**src/tts_pkg.sv**
```systemverilog
`timescale 1ns / 1ps

package tts_pkg;

  // field widths
  localparam int OP_W   = 2;
  localparam int TAG_W  = 8;
  localparam int TIME_W = 16;
  localparam int TID_W  = 8;
  localparam int ID_W   = 7;
  localparam int IN_W   = 48;
  localparam int OUT_W  = 16;

  // operation codes
  localparam logic [OP_W-1:0] OP_TICK     = 2'd0;
  localparam logic [OP_W-1:0] OP_DISPATCH = 2'd1;
  localparam logic [OP_W-1:0] OP_ADD      = 2'd2;
  localparam logic [OP_W-1:0] OP_DELETE   = 2'd3;

  // kinds of result pushed into the output register
  localparam logic [2:0] PUSH_NONE   = 3'd0;
  localparam logic [2:0] PUSH_ADD_OK = 3'd1;
  localparam logic [2:0] PUSH_FAIL   = 3'd2;
  localparam logic [2:0] PUSH_DEL    = 3'd3;
  localparam logic [2:0] PUSH_HOLD   = 3'd4;
  localparam logic [2:0] PUSH_FINAL  = 3'd5;

  // one slot entry in the table memory
  typedef struct packed {
    logic [TAG_W-1:0]  tag;
    logic [TIME_W-1:0] delay;
    logic [TIME_W-1:0] period;
  } ent_t;

  // controller to datapath
  typedef struct packed {
    logic       accept;
    logic       idx_clr;
    logic       idx_inc;
    logic       rd_en;
    logic       tick_upd;
    logic       disp_upd;
    logic       add_take;
    logic [2:0] push;
  } cmd_t;

  // datapath to controller
  typedef struct packed {
    logic [OP_W-1:0] in_op;
    logic [OP_W-1:0] op;
    logic            slot_used;
    logic            slot_ready;
    logic            idx_last;
    logic            out_free;
    logic            tag_zero;
    logic            hold_valid;
  } sts_t;

endpackage

```
**src/tts_ctrl.sv**
```systemverilog
`timescale 1ns / 1ps

module tts_ctrl (
  input  logic          clk,
  input  logic          rst_n,
  input  logic          in_tvalid,
  output logic          in_tready,
  input  tts_pkg::sts_t sts,
  output tts_pkg::cmd_t cmd
);
  import tts_pkg::*;

  localparam logic [1:0] ST_IDLE   = 2'd0;
  localparam logic [1:0] ST_CHECK  = 2'd1;
  localparam logic [1:0] ST_PROC   = 2'd2;
  localparam logic [1:0] ST_FINISH = 2'd3;

  logic [1:0] state_r;
  logic [1:0] state_nxt;

  assign in_tready = (state_r == ST_IDLE);

  // next state and commands
  always_comb begin
    state_nxt = state_r;
    cmd       = '0;
    case (state_r)
      ST_IDLE: begin
        if (in_tvalid) begin
          cmd.accept  = 1'b1;
          cmd.idx_clr = 1'b1;
          state_nxt   = (sts.in_op == OP_DELETE) ? ST_FINISH : ST_CHECK;
        end
      end
      ST_CHECK: begin
        if (sts.op == OP_ADD) begin
          if (sts.tag_zero) begin
            state_nxt = ST_FINISH;
          end else if (!sts.slot_used) begin
            // first free slot: take it once the result can be stored
            if (sts.out_free) begin
              cmd.add_take = 1'b1;
              cmd.push     = PUSH_ADD_OK;
              state_nxt    = ST_IDLE;
            end
          end else if (sts.idx_last) begin
            state_nxt = ST_FINISH;
          end else begin
            cmd.idx_inc = 1'b1;
          end
        end else if (sts.slot_used &&
                     (sts.op == OP_TICK || sts.slot_ready)) begin
          cmd.rd_en = 1'b1;
          state_nxt = ST_PROC;
        end else if (sts.idx_last) begin
          state_nxt = ST_FINISH;
        end else begin
          cmd.idx_inc = 1'b1;
        end
      end
      ST_PROC: begin
        // a dispatch waits while an earlier result still blocks the output
        if (sts.op == OP_TICK || !sts.hold_valid || sts.out_free) begin
          if (sts.op == OP_TICK) begin
            cmd.tick_upd = 1'b1;
          end else begin
            cmd.disp_upd = 1'b1;
            cmd.push     = sts.hold_valid ? PUSH_HOLD : PUSH_NONE;
          end
          if (sts.idx_last) begin
            state_nxt = ST_FINISH;
          end else begin
            cmd.idx_inc = 1'b1;
            state_nxt   = ST_CHECK;
          end
        end
      end
      ST_FINISH: begin
        if (sts.op == OP_TICK) begin
          state_nxt = ST_IDLE;
        end else if (sts.out_free) begin
          case (sts.op)
            OP_DISPATCH: cmd.push = PUSH_FINAL;
            OP_DELETE:   cmd.push = PUSH_DEL;
            default:     cmd.push = PUSH_FAIL;
          endcase
          state_nxt = ST_IDLE;
        end
      end
      default: begin
        state_nxt = ST_IDLE;
      end
    endcase
  end

  // state register
  always_ff @(posedge clk) begin
    if (!rst_n) begin
      state_r <= ST_IDLE;
    end else begin
      state_r <= state_nxt;
    end
  end

endmodule

```
**src/tts_dp.sv**
```systemverilog
`timescale 1ns / 1ps

module tts_dp #(
  parameter int SLOTS = 16
) (
  input  logic                        clk,
  input  logic                        rst_n,
  input  logic [tts_pkg::IN_W-1:0]    in_tdata,
  input  logic [tts_pkg::OP_W-1:0]    in_tuser,
  output logic                        out_tvalid,
  input  logic                        out_tready,
  output logic [tts_pkg::OUT_W-1:0]   out_tdata,
  output logic                        out_tlast,
  input  tts_pkg::cmd_t               cmd,
  output tts_pkg::sts_t               sts
);
  import tts_pkg::*;

  localparam int IDX_W = (SLOTS > 1) ? $clog2(SLOTS) : 1;

  // latched input item
  logic [OP_W-1:0]   op_r;
  logic [TAG_W-1:0]  tag_r;
  logic [TIME_W-1:0] dly_r;
  logic [TIME_W-1:0] per_r;
  logic [TID_W-1:0]  tid_r;

  // slot walk and per-slot flags
  logic [IDX_W-1:0]  idx_r;
  logic [SLOTS-1:0]  used_r;
  logic [SLOTS-1:0]  ready_r;

  // table memory with registered read
  ent_t              mem [SLOTS];
  ent_t              rd_q_r;
  logic              mem_we;
  ent_t              mem_wd;

  // dispatch result held back until its successor or the end is known
  logic              hold_v_r;
  logic [ID_W-1:0]   hold_id_r;
  logic [TAG_W-1:0]  hold_tag_r;

  // output register
  logic              out_v_r;
  logic [ID_W-1:0]   out_id_r;
  logic [TAG_W-1:0]  out_tag_r;
  logic              out_ok_r;
  logic              out_last_r;

  logic              out_free;
  logic              del_ok;
  logic [IDX_W-1:0]  del_idx;
  logic [ID_W-1:0]   cur_id;
  logic              push_v;
  logic [ID_W-1:0]   push_id;
  logic [TAG_W-1:0]  push_tag;
  logic              push_ok;
  logic              push_last;

  assign out_free = !out_v_r || out_tready;
  assign cur_id   = ID_W'(idx_r) + 7'd1;
  assign del_idx  = IDX_W'(tid_r - 8'd1);
  assign del_ok   = (tid_r != 8'd0) && (tid_r <= TID_W'(SLOTS)) && used_r[del_idx];

  // status to the controller
  always_comb begin
    sts.in_op      = in_tuser;
    sts.op         = op_r;
    sts.slot_used  = used_r[idx_r];
    sts.slot_ready = ready_r[idx_r];
    sts.idx_last   = (idx_r == IDX_W'(SLOTS - 1));
    sts.out_free   = out_free;
    sts.tag_zero   = (tag_r == 8'd0);
    sts.hold_valid = hold_v_r;
  end

  // latch the item on accept
  always_ff @(posedge clk) begin
    if (cmd.accept) begin
      op_r  <= in_tuser;
      tag_r <= in_tdata[7:0];
      dly_r <= in_tdata[23:8];
      per_r <= in_tdata[39:24];
      tid_r <= in_tdata[47:40];
    end
  end

  // memory write data
  always_comb begin
    mem_we = 1'b0;
    mem_wd = rd_q_r;
    if (cmd.add_take) begin
      mem_we        = 1'b1;
      mem_wd.tag    = tag_r;
      mem_wd.delay  = dly_r;
      mem_wd.period = per_r;
    end else if (cmd.tick_upd && rd_q_r.delay != 16'd0) begin
      mem_we       = 1'b1;
      mem_wd.delay = rd_q_r.delay - 16'd1;
    end else if (cmd.disp_upd && rd_q_r.period != 16'd0) begin
      mem_we       = 1'b1;
      mem_wd.delay = rd_q_r.period;
    end
  end

  // table memory
  always_ff @(posedge clk) begin
    if (mem_we) begin
      mem[idx_r] <= mem_wd;
    end
    if (cmd.rd_en) begin
      rd_q_r <= mem[idx_r];
    end
  end

  // slot index and flag bits
  always_ff @(posedge clk) begin
    if (!rst_n) begin
      idx_r   <= '0;
      used_r  <= '0;
      ready_r <= '0;
    end else begin
      if (cmd.idx_clr) begin
        idx_r <= '0;
      end else if (cmd.idx_inc) begin
        idx_r <= idx_r + 1'b1;
      end
      if (cmd.add_take) begin
        used_r[idx_r]  <= 1'b1;
        ready_r[idx_r] <= 1'b0;
      end
      if (cmd.tick_upd && rd_q_r.delay == 16'd0) begin
        ready_r[idx_r] <= 1'b1;
      end
      if (cmd.disp_upd) begin
        ready_r[idx_r] <= 1'b0;
        if (rd_q_r.period == 16'd0) begin
          used_r[idx_r] <= 1'b0;
        end
      end
      if (cmd.push == PUSH_DEL && del_ok) begin
        used_r[del_idx]  <= 1'b0;
        ready_r[del_idx] <= 1'b0;
      end
    end
  end

  // held dispatch result
  always_ff @(posedge clk) begin
    if (!rst_n) begin
      hold_v_r <= 1'b0;
    end else if (cmd.accept) begin
      hold_v_r <= 1'b0;
    end else if (cmd.disp_upd) begin
      hold_v_r <= 1'b1;
    end
  end

  always_ff @(posedge clk) begin
    if (cmd.disp_upd) begin
      hold_id_r  <= cur_id;
      hold_tag_r <= rd_q_r.tag;
    end
  end

  // result selection
  always_comb begin
    push_v    = 1'b1;
    push_id   = '0;
    push_tag  = '0;
    push_ok   = 1'b0;
    push_last = 1'b1;
    case (cmd.push)
      PUSH_ADD_OK: begin
        push_id = cur_id;
        push_ok = 1'b1;
      end
      PUSH_FAIL: begin
        push_ok = 1'b0;
      end
      PUSH_DEL: begin
        push_id = del_ok ? tid_r[6:0] : 7'd0;
        push_ok = del_ok;
      end
      PUSH_HOLD: begin
        push_id   = hold_id_r;
        push_tag  = hold_tag_r;
        push_ok   = 1'b1;
        push_last = 1'b0;
      end
      PUSH_FINAL: begin
        if (hold_v_r) begin
          push_id  = hold_id_r;
          push_tag = hold_tag_r;
          push_ok  = 1'b1;
        end
      end
      default: begin
        push_v = 1'b0;
      end
    endcase
  end

  // output register
  always_ff @(posedge clk) begin
    if (!rst_n) begin
      out_v_r <= 1'b0;
    end else if (push_v) begin
      out_v_r <= 1'b1;
    end else if (out_tready) begin
      out_v_r <= 1'b0;
    end
  end

  always_ff @(posedge clk) begin
    if (push_v) begin
      out_id_r   <= push_id;
      out_tag_r  <= push_tag;
      out_ok_r   <= push_ok;
      out_last_r <= push_last;
    end
  end

  assign out_tvalid = out_v_r;
  assign out_tdata  = {out_ok_r, out_tag_r, out_id_r};
  assign out_tlast  = out_last_r;

endmodule

```
**src/tick_task_scheduler.sv**
```systemverilog
`timescale 1ns / 1ps

// Cooperative tick task scheduler with SLOTS task slots. in_tuser selects the
// operation: tick, dispatch, add or delete. Tick, dispatch and add walk the
// slots in id order, reading from the single-port table memory the entry of
// each slot that needs it (every used slot on a tick, every ready slot on a
// dispatch), then close with a final step; an add stops at the first free
// slot. A delete skips the walk. Dispatch emits one beat per ready slot with
// tlast on the final one, or a single all-zero beat with tlast when nothing
// is ready. Add and delete each give one beat. Slot ids run from 1 to SLOTS
// and never move. The next item is taken once the current one has finished,
// even while its last result still waits in the output register.
module tick_task_scheduler #(
  parameter int SLOTS = 16
) (
  input  logic                        clk,
  input  logic                        rst_n,
  input  logic                        in_tvalid,
  output logic                        in_tready,
  // task_tag[7:0], start_delay[23:8], repeat_period[39:24], target_id[47:40]
  input  logic [tts_pkg::IN_W-1:0]    in_tdata,
  // operation[1:0]
  input  logic [tts_pkg::OP_W-1:0]    in_tuser,
  output logic                        out_tvalid,
  input  logic                        out_tready,
  // slot_id[6:0], run_tag[14:7], ok[15]
  output logic [tts_pkg::OUT_W-1:0]   out_tdata,
  output logic                        out_tlast
);
  import tts_pkg::*;

  cmd_t cmd;
  sts_t sts;

  tts_ctrl u_ctrl (
    .clk       (clk),
    .rst_n     (rst_n),
    .in_tvalid (in_tvalid),
    .in_tready (in_tready),
    .sts       (sts),
    .cmd       (cmd)
  );

  tts_dp #(
    .SLOTS (SLOTS)
  ) u_dp (
    .clk        (clk),
    .rst_n      (rst_n),
    .in_tdata   (in_tdata),
    .in_tuser   (in_tuser),
    .out_tvalid (out_tvalid),
    .out_tready (out_tready),
    .out_tdata  (out_tdata),
    .out_tlast  (out_tlast),
    .cmd        (cmd),
    .sts        (sts)
  );

endmodule
```
**config.mk**
```make
export PLATFORM = sky130hd
export DESIGN_NAME = tick_task_scheduler
export DESIGN_NICKNAME = d
export VERILOG_FILES = /design/src/tts_pkg.sv /design/src/tts_ctrl.sv /design/src/tts_dp.sv /design/src/tick_task_scheduler.sv
export SDC_FILE = /design/constraint.sdc
export NUM_CORES = 1
export LEC_CHECK = 0
export BUFFER_PORTS_ARGS = -buffer_cell sky130_fd_sc_hd__buf_2
export CELL_PAD_IN_SITES_DETAIL_PLACEMENT = 2
export CELL_PAD_IN_SITES_GLOBAL_PLACEMENT = 2
export CORE_MARGIN = 3
export CORE_UTILIZATION = 40
export DETAILED_ROUTE_END_ITERATION = 6
export PLACE_DENSITY = 0.76
export SLEW_MARGIN = 40
export SYNTH_ARGS = -nofsm -noshare
export SYNTH_HDL_FRONTEND = slang
export SYNTH_SLANG_ARGS = --single-unit
```
**constraint.sdc**
```tcl
create_clock -name clk -period 12.3 [get_ports clk]
set_clock_uncertainty 0.1 [all_clocks]
set_input_delay 0.615 -clock clk [delete_from_list [all_inputs] [get_ports clk]]
set_output_delay 0.615 -clock clk [all_outputs]
set_load 0.01 [all_outputs]
```
Word level (Yosys, flattened, before mapping)
Memory sizes are Yosys's and may differ from the RTL's. A register that Yosys moved wholly into a read port is not among the register bits.
Index checks and enable logic that the tools add are counted.

cells by class
  add/sub/neg operators = 4
  $lt $le $gt $ge = 5
  equal/unequal tests = 15
  multiplexer cells = 84
  bitwise logic cells = 10
  reduce and logical (&&, ||, !) cells = 29

operators by type and width
  kind                     count
  $mux W16                 17
  $and A16 B16 Y16         5
  $logic_not A16 Y1        2
  $not A16 Y16             2
  $or A16 B16 Y16          2
  $reduce_bool A16 Y1      2
  $mux W2                  15
  $pmux W7 S4              1
  $mux W1                  27
  $mux W4                  4
  $mux W8                  2
  $pmux W8 S2              1
  $sub A16 B1 Y16 const B  1
  $mux W3                  5
  $mux W7                  2
  $bmux W1 S4              3
  $eq A2 B2 Y1 const B     5
  $lt A4 B5 Y1 const B     2
  $logic_and A1 B1 Y1      9
  $pmux W3 S3              1
  $demux W1 S4             2
  $ge A4 B1 Y1 const B     2
  $le A8 B5 Y1 const B     1
  $logic_not A8 Y1         1
  other kinds (23)         33

word-level totals
  register bits = 122
  RAM bits = 640
  bits of input ports = 54
  output and inout port bits = 19
  word-level logic and storage cells = 165
  memories kept = 1

memories
  memory    depth  bits a word  read ports  clocked after Yosys merged registers in  wr ports  RTL line      RTL
  u_dp.mem  16     40           1           1                                        1         tts_dp.sv:34  ent_t mem [SLOTS];

Logic depth before layout (Yosys ltp)
Gate-level depths: netlist of run 1.

  depth in word-level cells = 17
  mapped depth = 11
  gate-level depth less buffers = 9

Hierarchy
From an unflattened synthesis of run 1, not the netlist that was laid out.

second synthesis, totals
  cell total of the unflattened synthesis = 1528
  area, all modules = 31654.1 sq um

by module, submodules not included
  module    times used  cells each  area an instance (sq um)  seq. area each (sq um)
  tts_dp    1           1470        31235.0                   23582.6
  tts_ctrl  1           58          419.2                     40.0

Worst setup path after synthesis of run 1
No wires, ideal clock.

  path kind = register to register
  from = reg u_dp.idx_r[1]
  to = mem u_dp.mem[11][0] in the netlist's numbering, enable pin
  setup time = 0.437 ns
  arrival time = 3.789 ns
  required time = 11.763 ns
  path slack = 7.974 ns
  cell stages (with the launch flop) = 10
  path buffers = 3
  clock period less this slack = 4.326 ns
  path through = dfxtp_1 -> buf_6 -> mux2_2 -> a2bb2oi_1 -> a21oi_1 -> o2111a_1 -> clkbuf_1 -> nor2_2 -> buf_2 -> nor2_1

on the way
  longest elaborated chain between the ends = 9

RTL lines
  element                        RTL line        RTL
  start: declaration             tts_dp.sv:29    logic [IDX_W-1:0] idx_r;
  start signal: assignment       tts_dp.sv:127   idx_r <= idx_r + 1'b1;
  $bmux W1 S4                    tts_dp.sv:70    sts.slot_used = used_r[idx_r];
  $mux W1 (not written as such)  tts_dp.sv:70
  $mux W4                        tts_ctrl.sv:39  end else if (!sts.slot_used) begin
  $mux W4                        tts_ctrl.sv:37  if (sts.tag_zero) begin
  $mux W4                        tts_ctrl.sv:36  if (sts.op == OP_ADD) begin
  $mux W1                        tts_ctrl.sv:27  case (state_r)
  $mux W1                        tts_dp.sv:93    if (cmd.add_take) begin
  $mux W1                        tts_dp.sv:109   if (mem_we) begin
  $mux W1 (not written as such)  tts_dp.sv:110   mem[idx_r] <= mem_wd;
  end: declaration               tts_dp.sv:34

Parallel ways exist; a longest one is shown, timed or not. The select of a mux whose other input is x is not followed.

==> results of run 1 <==
per-stage QoR:
step           hold WS (ps)  setup slack (ps)
2_1_floorplan           326              7970
3_3_place_gp            335              6330
3_5_place_dp            349              6770
4_1_cts                7.08              6630
5_1_grt                14.3              6410
6_report               31.6              6730
cell type report:
| class | instances | area share (%) |
|---|---|---|
| Clock buffer | 107 | 6.27 |
| Clock inverter | 55 | 1.21 |
| Inverter | 23 | 0.238 |
| Multi-Input combinational cell | 751 | 22.0 |
| Sequential cell | 800 | 64.3 |
| Tap cell | 1040 | 3.54 |
| Timing Repair Buffer | 122 | 2.42 |
per-layer routing:
| metal | share of wire (%) | GRT usage (%) | routed length, µm |
|---|---|---|---|
| met1 | 40 | 31.2 | 39100 |
| met2 | 52 | 41.1 | 50800 |
| met3 | 5.2 | 3.53 | 5070 |
| met4 | 3.1 | 8.08 | 3040 |
| met5 | 0 | 0 | 0 |
Yosys cell counts, types with 12 or more instances:
cell type,number
dfxtp_1,40
ha_1,14
a31oi_1,36
buf_2,12
mux2i_1,12
buf_1,24
nand3_1,15
o21ai_0,30
a21oi_1,38
inv_1,21
nor3_1,26
o211ai_1,17
and2_1,15
a311oi_1,16
nand2_1,155
edfxtp_1,760
nor2_1,54
clkbuf_1,57
mux4_2,209
where the power goes:
group	switching, mW	leakage [nW]	internal [mW]
clock	1.11	1.33	1.43
combinational	0.947	2.83	0.647
sequential	0.101	7.19	3.33
total	2.16	11.3	5.40
sequential cells by signal (all words and copies together) (netlist names), 4 cells and up:
name,cells
u_dp.mem,640
u_dp.out_id_r,7
u_dp.hold_id_r,5
u_dp.per_r,16
u_dp.ready_r,16
u_dp.dly_r,16
u_dp.tid_r,8
u_dp.out_tag_r,8
u_dp.tag_r,8
u_dp.rd_q_r,40
u_dp.used_r,16
u_dp.idx_r,4
u_dp.hold_tag_r,8
how the worst min path moves through the flow:
stage                              start                           end  slack [ps]
6_report                    in_tdata[17]       u_dp.dly_r[9]$_DFFE_PP_          30
5_1_grt                     in_tdata[31]       u_dp.per_r[7]$_DFFE_PP_          10
4_1_cts                     in_tdata[17]       u_dp.dly_r[9]$_DFFE_PP_           7
3_5_place_dp   u_dp.rd_q_r[39]$_DFFE_PP_  u_dp.hold_tag_r[7]$_DFFE_PP_         350
3_3_place_gp   u_dp.rd_q_r[36]$_DFFE_PP_  u_dp.hold_tag_r[4]$_DFFE_PP_         330
2_1_floorplan  u_dp.rd_q_r[32]$_DFFE_PP_  u_dp.hold_tag_r[0]$_DFFE_PP_         330
kinds of logic after synthesis:
logic type	after synthesis	share of synthesized area, %
compound gates	190	4.04
xor+xnor	8	0.220
fa+ha+maj	14	0.549
buf+inv	119	1.49
flops	800	74.0
mux	227	15.3
other cells	1	0.0117
simple gates	310	4.35
layout by cell type, fill, tap and decap left out, types with 4 or more instances in the layout:
cell type	Yosys	routed
a21oi_1	38	38
a311oi_1	16	16
a31oi_1	36	35
and2_1	15	14
buf_16	0	4
buf_2	12	72
buf_4	2	36
buf_6	1	6
bufinv_16	0	4
clkbuf_1	57	16
clkbuf_16	0	89
clkinv_1	1	20
clkinv_2	0	20
clkinv_8	0	4
clkinvlp_4	0	6
dfxtp_1	40	37
edfxtp_1	760	760
ha_1	14	14
inv_1	21	21
mux2_2	6	6
mux2i_1	12	12
mux4_2	209	209
nand2_1	155	155
nand2b_1	7	7
nand3_1	15	15
nand4_1	4	4
nor2_1	54	37
nor2_4	0	18
nor2b_1	6	6
nor3_1	26	25
nor4_1	11	11
o211ai_1	17	17
o21ai_0	30	29
o221ai_1	5	5
o22ai_1	8	8
o31ai_1	11	11
xnor2_1	6	4
worst max-delay path: stages (launching register included):
cell and delay [ps]:
dfxtp_1 350, inv_1 130, ha_1 310, o21ai_0 210, a21o_2 460, inv_1 670
nand2_1 650, nand2_1 730, nor2_4 280, nor2_4 600, buf_4 620
==> impl_metrics.toml, run 1 <==
[floorplan]
fp.dieH_um = 288
fp-row-count = 102
io_pins = 73
start_util_pct = 40.8
die_area_mm2 = 0.0832
core_mm2 = 0.0782
die_width_um = 288

[grt]
grt_antenna_before_repair = 1
grt.overflow.total = 0
grt_pass1_vias = 19400
grt_pass1_wl_mm = 143
grt_use_total_pct = 23.9
grt_max_degree = 82

[placed_design]
globalplace.congestion = 0.794
dp.cells = 2731
place_area_mm2 = 0.0339
hpwl_mm = 58.9
io_buffers = 72

[power_and_ir_drop]
fin_total_pwr_mw = 7.57
peakVddDrop_mv = 0.124
p_leak_nw = 11.3
power.density_mw_per_mm2 = 206

[final_layout]
multi_input_area_mm2 = 0.00809
layout.nets = 1853
seq_area_mm2 = 0.0236
area_delta_synth_final_pct = 15.1
final_area_mm2 = 0.0367
final_util_pct = 47.0
drive_gt1_share_pct = 27.3
antenna_cells = 0
fillerInstances = 7026
finalNonFillerCells = 2898

[worst_setup_path]
r2r-end = "u_dp.mem[4][0]$_DFFE_PP_"
critical_path_class = "reg2reg"
ff2ff_path_depth = 10
worstPathArrival_ps = 5730
required_ps = 12450
startpoint_type = "flop"
endpoint = "u_dp.mem[4][0]$_DFFE_PP_"
ff2ff_setup_slack_ps = 6730
r2r-start = "u_ctrl.state_r[0]$_SDFFE_PN0P_"
cp_max_fo = 31
crit_path_start = "u_ctrl.state_r[0]$_SDFFE_PN0P_"
cp-end-kind = "flop"

[sta]
setup_viol = 0
worst_pin_slew_ps = 861
period_share_pct = 45.3
rsz0062_at_grt = "no"
hold_violations = 0
maxSlewHeadroom_pct = 42.6
finalSetupTns_ps = 0
fmax_mhz = 179
drv_slew = 0
fin_crit_ps = 5570

[logic_synthesis]
ys_types = 67
netlist.area_leader.share_pct = 71.5
synth_edf_count = 760
avgSynthCellArea_um2 = 19.1
synth_area_leaders = "edfxtp_1, mux4_2, dfxtp_1"
ys_seq_area_share_pct = 74.0
syn_inst = 1669
async_reset_ff_share_pct = 0
ys_warn_count = 0
synth_flop_cell = "edfxtp_1"
syn-cell-area_mm2 = 0.0319
synth_seq_cells = 800
synth_top_area_cell = "edfxtp_1"

[worst_hold_path]
whs_path_depth = 1
hold_path.class = "in2reg"

[clock_network]
cts_resized = 0
clk_pin_slew_worst_paths_ps = 60
cts_tree = "built"
htreeDepth = 3
clock_path_buffers = 3
cts_setup_buffers = 0
clkSinkCount = 800
clk-insertion-delay-late_ps = 650
cts-root-buf = "clkbuf_16"
cts_buffers = 87
ctsHoldBuffers = 0

[route]
first_pass_iters = 5
antenna_left = 0
routed_wl_mm = 98.0
route.detailed.drc = 0
wire_per_inst_um = 33.8
via_per_inst = 6.03
drt_iter0_markers = 1902
num_vias = 17500

[job]
max-cap-violations = 0

[run_status]
status = "completed"
Note: power is estimated with default switching activity, not from simulation.
==> run 2, diff against run 1 <==
- ABC_AREA: not set -> 1
- PLACE_DENSITY: 0.76 -> 0.83
- clock period: 12.3 -> 5.2 ns (I/O delays scaled with it)
==> run 2 against run 1 <==
  * Core utilization grew 0.15 points
  * Sequential power grew 140%
  * Global-route usage grew 3.7 points
  * Setup slack lost 6000 ps
  * Combinational power grew to 3.2 times the previous value
  * Synthesized area grew 1.9%
  * Wire length grew 23%
  * Sequential cell count is the same
  * Critical path depth grew 4
  * Critical path type unchanged
  * Critical endpoint is now u_dp.out_tvalid$_SDFFE_PN0P_
  * Highest routed layer unchanged
==> impl_metrics.toml, run 2 <==
[logic_synthesis]
netlist.area_leader.share_pct = 70.2
async_reset_ff_share_pct = 0
avgSynthCellArea_um2 = 12.0
synth_flop_cell = "edfxtp_1"
synth_most_common_cell = "edfxtp_1"
ys_warn_count = 0
syn_inst = 2715
synth_seq_cells = 800
synth_edf_count = 760
ys_seq_area_share_pct = 72.6
synth_common_cells = "edfxtp_1, nor2_1, o21ai_0"
ys_types = 39
synth_top_area_cell = "edfxtp_1"
synth_area_leaders = "edfxtp_1, o21ai_0, nor2_1"
syn-cell-area_mm2 = 0.0325

[power_and_ir_drop]
p_sw_mw = 6.79
peakVddDrop_mv = 0.402
combPwrFrac_pct = 26.1
power_frac_seq_pct = 43.1
p_leak_nw = 12.7
p_clk_share_pct = 30.8
internal_power_mw = 12.6
switching_share_pct = 35.0
power.density_mw_per_mm2 = 516

[sta]
fmax_mhz = 223
drv_slew = 0
period_share_pct = 86.2
fin_crit_ps = 4480
maxSlewHeadroom_pct = 41.0
finalSetupTns_ps = 0
setup_viol = 0
worst_pin_slew_ps = 885
hold_violations = 0
hold_slack_ps = 170
rsz0062_at_grt = "no"

[clock_network]
cts_resized = 0
ctsHoldBuffers = 52
cts_setup_buffers = 0
htreeDepth = 3
clk-insertion-delay-late_ps = 660
cts_buffers = 86
clk_pin_slew_worst_paths_ps = 60
clock_path_buffers = 3
clkSinkCount = 800
cts_tree = "built"
cts-root-buf = "clkbuf_16"

[placed_design]
globalplace.congestion = 0.826
place_area_mm2 = 0.0343
hpwl_mm = 67.6
io_buffers = 72

[route]
wire_per_inst_um = 30.4
antenna_left = 0
via_per_inst = 5.99
num_vias = 23700
first_pass_iters = 6
routed_wl_mm = 120
route.detailed.drc = 0
drt_iter0_markers = 2387

[final_layout]
final_common_cell = "edfxtp_1"
final_util_pct = 47.1
final_area_mm2 = 0.0376
layout_common_cells = "edfxtp_1, o21ai_0, nor2_1"
drive_gt1_share_pct = 10.7
largest_reg_flops = 640
antenna_cells = 0
top_register = "u_dp.mem"
area_delta_synth_final_pct = 15.5
layout.nets = 2902
reg.largest.list = "u_dp.mem (640), u_dp.rd_q_r (40)"

[worst_hold_path]
whs_path_depth = 3
hold_path.class = "in2reg"

[floorplan]
die_width_um = 291
die_area_mm2 = 0.0848
io_pins = 73
fp-row-count = 103
core_mm2 = 0.0798
start_util_pct = 40.8
fp.dieH_um = 291

[job]
max-cap-violations = 0

[worst_setup_path]
cp-end-kind = "flop"
ff2ff_path_depth = 14
worstPathArrival_ps = 4910
critical_path_class = "reg2reg"
cp_max_fo = 152
required_ps = 5620
startpoint_type = "flop"

[grt]
grt_antenna_before_repair = 0
grt_max_degree = 191
grt_pass1_wl_mm = 175
grt.overflow.total = 0
grt_pass1_vias = 26000
grt_use_total_pct = 27.6

[run_status]
status = "completed"
## run 2: cell type report
| type | instances | area (µm²) |
|---|---|---|
| well taps | 1050 | 1310 |
| repair buffers | 187 | 1530 |
| clock buffers | 105 | 2250 |
| inverters | 125 | 489 |
| multi-input cells | 1634 | 7980 |
| flip-flops and latches | 800 | 23600 |
| clock inverters | 53 | 388 |
| fillers | 7799 | 42200 |
## run 2: final timing paths
path | from | endpoint | slack [ps]
setup reg to reg | u_dp.idx_r[0]$_SDFFE_PP0P_ | u_dp.out_tvalid$_SDFFE_PN0P_ | 720
setup / recovery | u_dp.idx_r[0]$_SDFFE_PP0P_ | u_dp.out_tvalid$_SDFFE_PN0P_ | 720
hold reg to reg | u_dp.rd_q_r[33]$_DFFE_PP_ | u_dp.hold_tag_r[1]$_DFFE_PP_ | 370
hold / removal | rst_n | u_dp.ready_r[14]$_SDFF_PN0_ | 170
## run 2: logic make-up after synthesis
logic type | after synthesis | synth area share [%]
buf+inv | 282 | 3.50
fa+ha+maj | 14 | 0.539
compound gates | 673 | 11.2
xor+xnor | 11 | 0.342
flops | 800 | 72.6
other cells | 1 | 0.0115
simple gates | 934 | 11.7
## run 2: through the flow
step           setup WS [ps]  instances  power (mW)
2_1_floorplan           1280       2716        11.1
3_3_place_gp            1040       3738        12.8
3_5_place_dp             803       3743        13.4
4_1_cts                  701       3953        19.4
5_1_grt                  422       3954        20.1
6_report                 719       3954        19.4
## run 2: critical path: stages, from the launching register on
cell,delay (ps)
dfxtp_4,820
clkinv_8,600
nand2_1,270
nand3_1,100
nand2_1,90
nand2_1,50
nand2_1,130
nor2_4,70
nand2_2,80
buf_4,680
nand2_2,200
nand3_1,150
nand3_2,370
o21ai_0,340
inv_1,70
## run 2: routing by layer
| metal | wire length (µm) | vias up | track usage, % |
|---|---|---|---|
| li1 | - | 10000 | - |
| met1 | 47400 | 12400 | 34.6 |
| met2 | 60600 | 935 | 47.8 |
| met3 | 6700 | 282 | 3.90 |
| met4 | 5370 | 0 | 12.0 |
| met5 | 0 | - | 0 |
## run 2: power groups by stage
stage	clock network, mW	logic (mW)	registers [mW]
detailed placement	0	4.89	8.48
CTS	6.03	4.98	8.35
floorplan	0	2.83	8.30
finish	5.98	5.06	8.35
global route	6.30	5.45	8.38
global placement	0	4.34	8.43
==> run 3, diff against run 2 <==
- ABC_AREA: 1 -> 0
- PLACE_DENSITY: 0.83 -> 0.76
==> run 3 against run 2 <==
  * Fmax shrank 4.6%
  * Via count is 24% lower
  * Register-to-register slack worse by 210 ps
  * Combinational power fell by 24%
  * Die area down 1.8%
  * Global-route usage is 2.6 points lower
  * Core utilization is 0.49 points higher
  * Total power decreased by 7.2%
  * Highest routed layer unchanged
==> impl_metrics.toml, run 3 (synthesis results as in run 1) <==
[clock_network]
htreeDepth = 3
cts-root-buf = "clkbuf_16"
cts_resized = 0
cts_buffers = 85
clock_path_buffers = 3
clkSinkCount = 800
cts_tree = "built"
cts_setup_buffers = 0
clk-insertion-delay-late_ps = 650
clk_pin_slew_worst_paths_ps = 60

[sta]
finalSetupTns_ps = 0
setup_viol = 0
fin_crit_ps = 4700
fin_ws_ps = 504
rsz0062_at_grt = "no"
hold_violations = 0
fmax_mhz = 213
worst_pin_slew_ps = 871
maxSlewHeadroom_pct = 41.9
drv_slew = 0
period_share_pct = 90.3

[route]
num_vias = 18000
drt_iter0_markers = 1986
wire_per_inst_um = 34.8
first_pass_iters = 7
route.detailed.drc = 0
antenna_left = 0
routed_wl_mm = 103
via_per_inst = 6.10

[worst_setup_path]
cp_max_fo = 40
crit_path_start = "u_dp.rd_q_r[17]$_DFFE_PP_"
r2r-start = "u_dp.rd_q_r[17]$_DFFE_PP_"
crit_top_cell = "buf_4"
cp_cell_sequence = "inv_1 -> ha_1 -> nor3b_1 -> buf_4 -> nand4_1 -> o41ai_2 -> buf_4 -> nand2_1 -> nor2_4 -> buf_4 -> nor2_4 -> buf_4"
startpoint_type = "flop"
cp-end-kind = "flop"
worstPathArrival_ps = 4880
critical_path_class = "reg2reg"
max_stage_delay_ps = 500
required_ps = 5380
crit_buf_inv = 5
cp_slowest_cell = "nand2_1"
cp_top_family = "simple AND/OR/NAND/NOR gates"

[final_layout]
reg.largest.list = "u_dp.mem (640), u_dp.rd_q_r (40)"
layout.nets = 1911
final_common_cell = "edfxtp_1"
final_area_mm2 = 0.0372
drive_gt1_share_pct = 26.4
multi_input_area_mm2 = 0.00805
layout_common_cells = "edfxtp_1, mux4_2, nand2_1"
final_util_pct = 47.6
antenna_cells = 0
area_delta_synth_final_pct = 16.7
largest_reg_flops = 640
top_register = "u_dp.mem"
seq_area_mm2 = 0.0236
fillerInstances = 6995

[grt]
grt_pass1_wl_mm = 149
grt_pass1_vias = 19700
grt.overflow.total = 0
grt_use_total_pct = 25.1
grt_antenna_before_repair = 1
grt_max_degree = 88

[floorplan]
die_width_um = 288
die_area_mm2 = 0.0832
fp-row-count = 102
fp.dieH_um = 288
core_mm2 = 0.0782
start_util_pct = 40.8
io_pins = 73

[power_and_ir_drop]
peakVddDrop_mv = 0.292
p_leak_nw = 11.6
power.density_mw_per_mm2 = 484
fin_total_pwr_mw = 18.0

[placed_design]
hpwl_mm = 57.3
place_area_mm2 = 0.0339
globalplace.congestion = 0.797
pre_cts_slack_ps = 771
io_buffers = 72

[worst_hold_path]
hold_start = "in_tvalid"
hold_path.class = "in2reg"

[run_status]
status = "completed"

[job]
max-cap-violations = 0
run 3: cell types whose count changed in the layout (fill, tap and decap cells not counted), moves of 32 or more:
cell,delta
nand3_1,-56
o21ai_0,-386
mux4_2,+209
nand4_1,-42
a31oi_1,+32
o22ai_1,-153
nor2_1,-359
nand2_1,-216
inv_1,-90
run 3: final timing paths:
check                              endpoint  slack, ps  depth (start not counted)
min          u_ctrl.state_r[0]$_SDFFE_PN0P_         60                          5
max                u_dp.mem[9][5]$_DFFE_PP_        500                         12
min reg2reg    u_dp.hold_tag_r[3]$_DFFE_PP_        360                          0
max reg2reg        u_dp.mem[9][5]$_DFFE_PP_        500                         12
run 3: power breakdown:
group / total, mW / leakage, nW / internal (mW) / switching [mW]
sequential: 8.09 / 7.19 / 7.88 / 0.213
combinational: 3.86 / 3.07 / 1.56 / 2.30
clock: 6.06 / 1.32 / 3.40 / 2.66
run 3: worst min-delay path, cell delays in order:
cell and delay (ps):
buf_2 120, inv_1 80, a21oi_1 80, o21ai_0 160
a21oi_1 50
run 3: metrics by stage:
| stage | hold slack, ps | instances |
|---|---|---|
| finish | 60.4 | 2948 |
| global route | 59.7 | 2948 |
| CTS | 21.5 | 2947 |
| detailed placement | 338 | 2743 |
| global placement | 336 | 2738 |
| floorplan | 259 | 1670 |
run 3: layout make-up:
class | count | share of cell area [%]
flip-flops and latches | 800 | 63.4
multi-input cells | 751 | 21.6
clock buffers | 102 | 5.94
repair buffers | 182 | 3.95
inverters | 23 | 0.245
well taps | 1040 | 3.49
clock inverters | 50 | 1.32
run 3: repair_timing:
item / CTS / global route
endpoints found under the setup margin: 0 / 0
hold buffers: 52 / 0
endpoints found under the hold margin: 51 / 0
run 3: per-layer routing:
metal | global-route usage (%) | share of wire (%)
met1 | 32.7 | 39
met5 | 0 | 0
met4 | 9.11 | 4.1
met3 | 3.85 | 5.9
met2 | 42.8 | 51
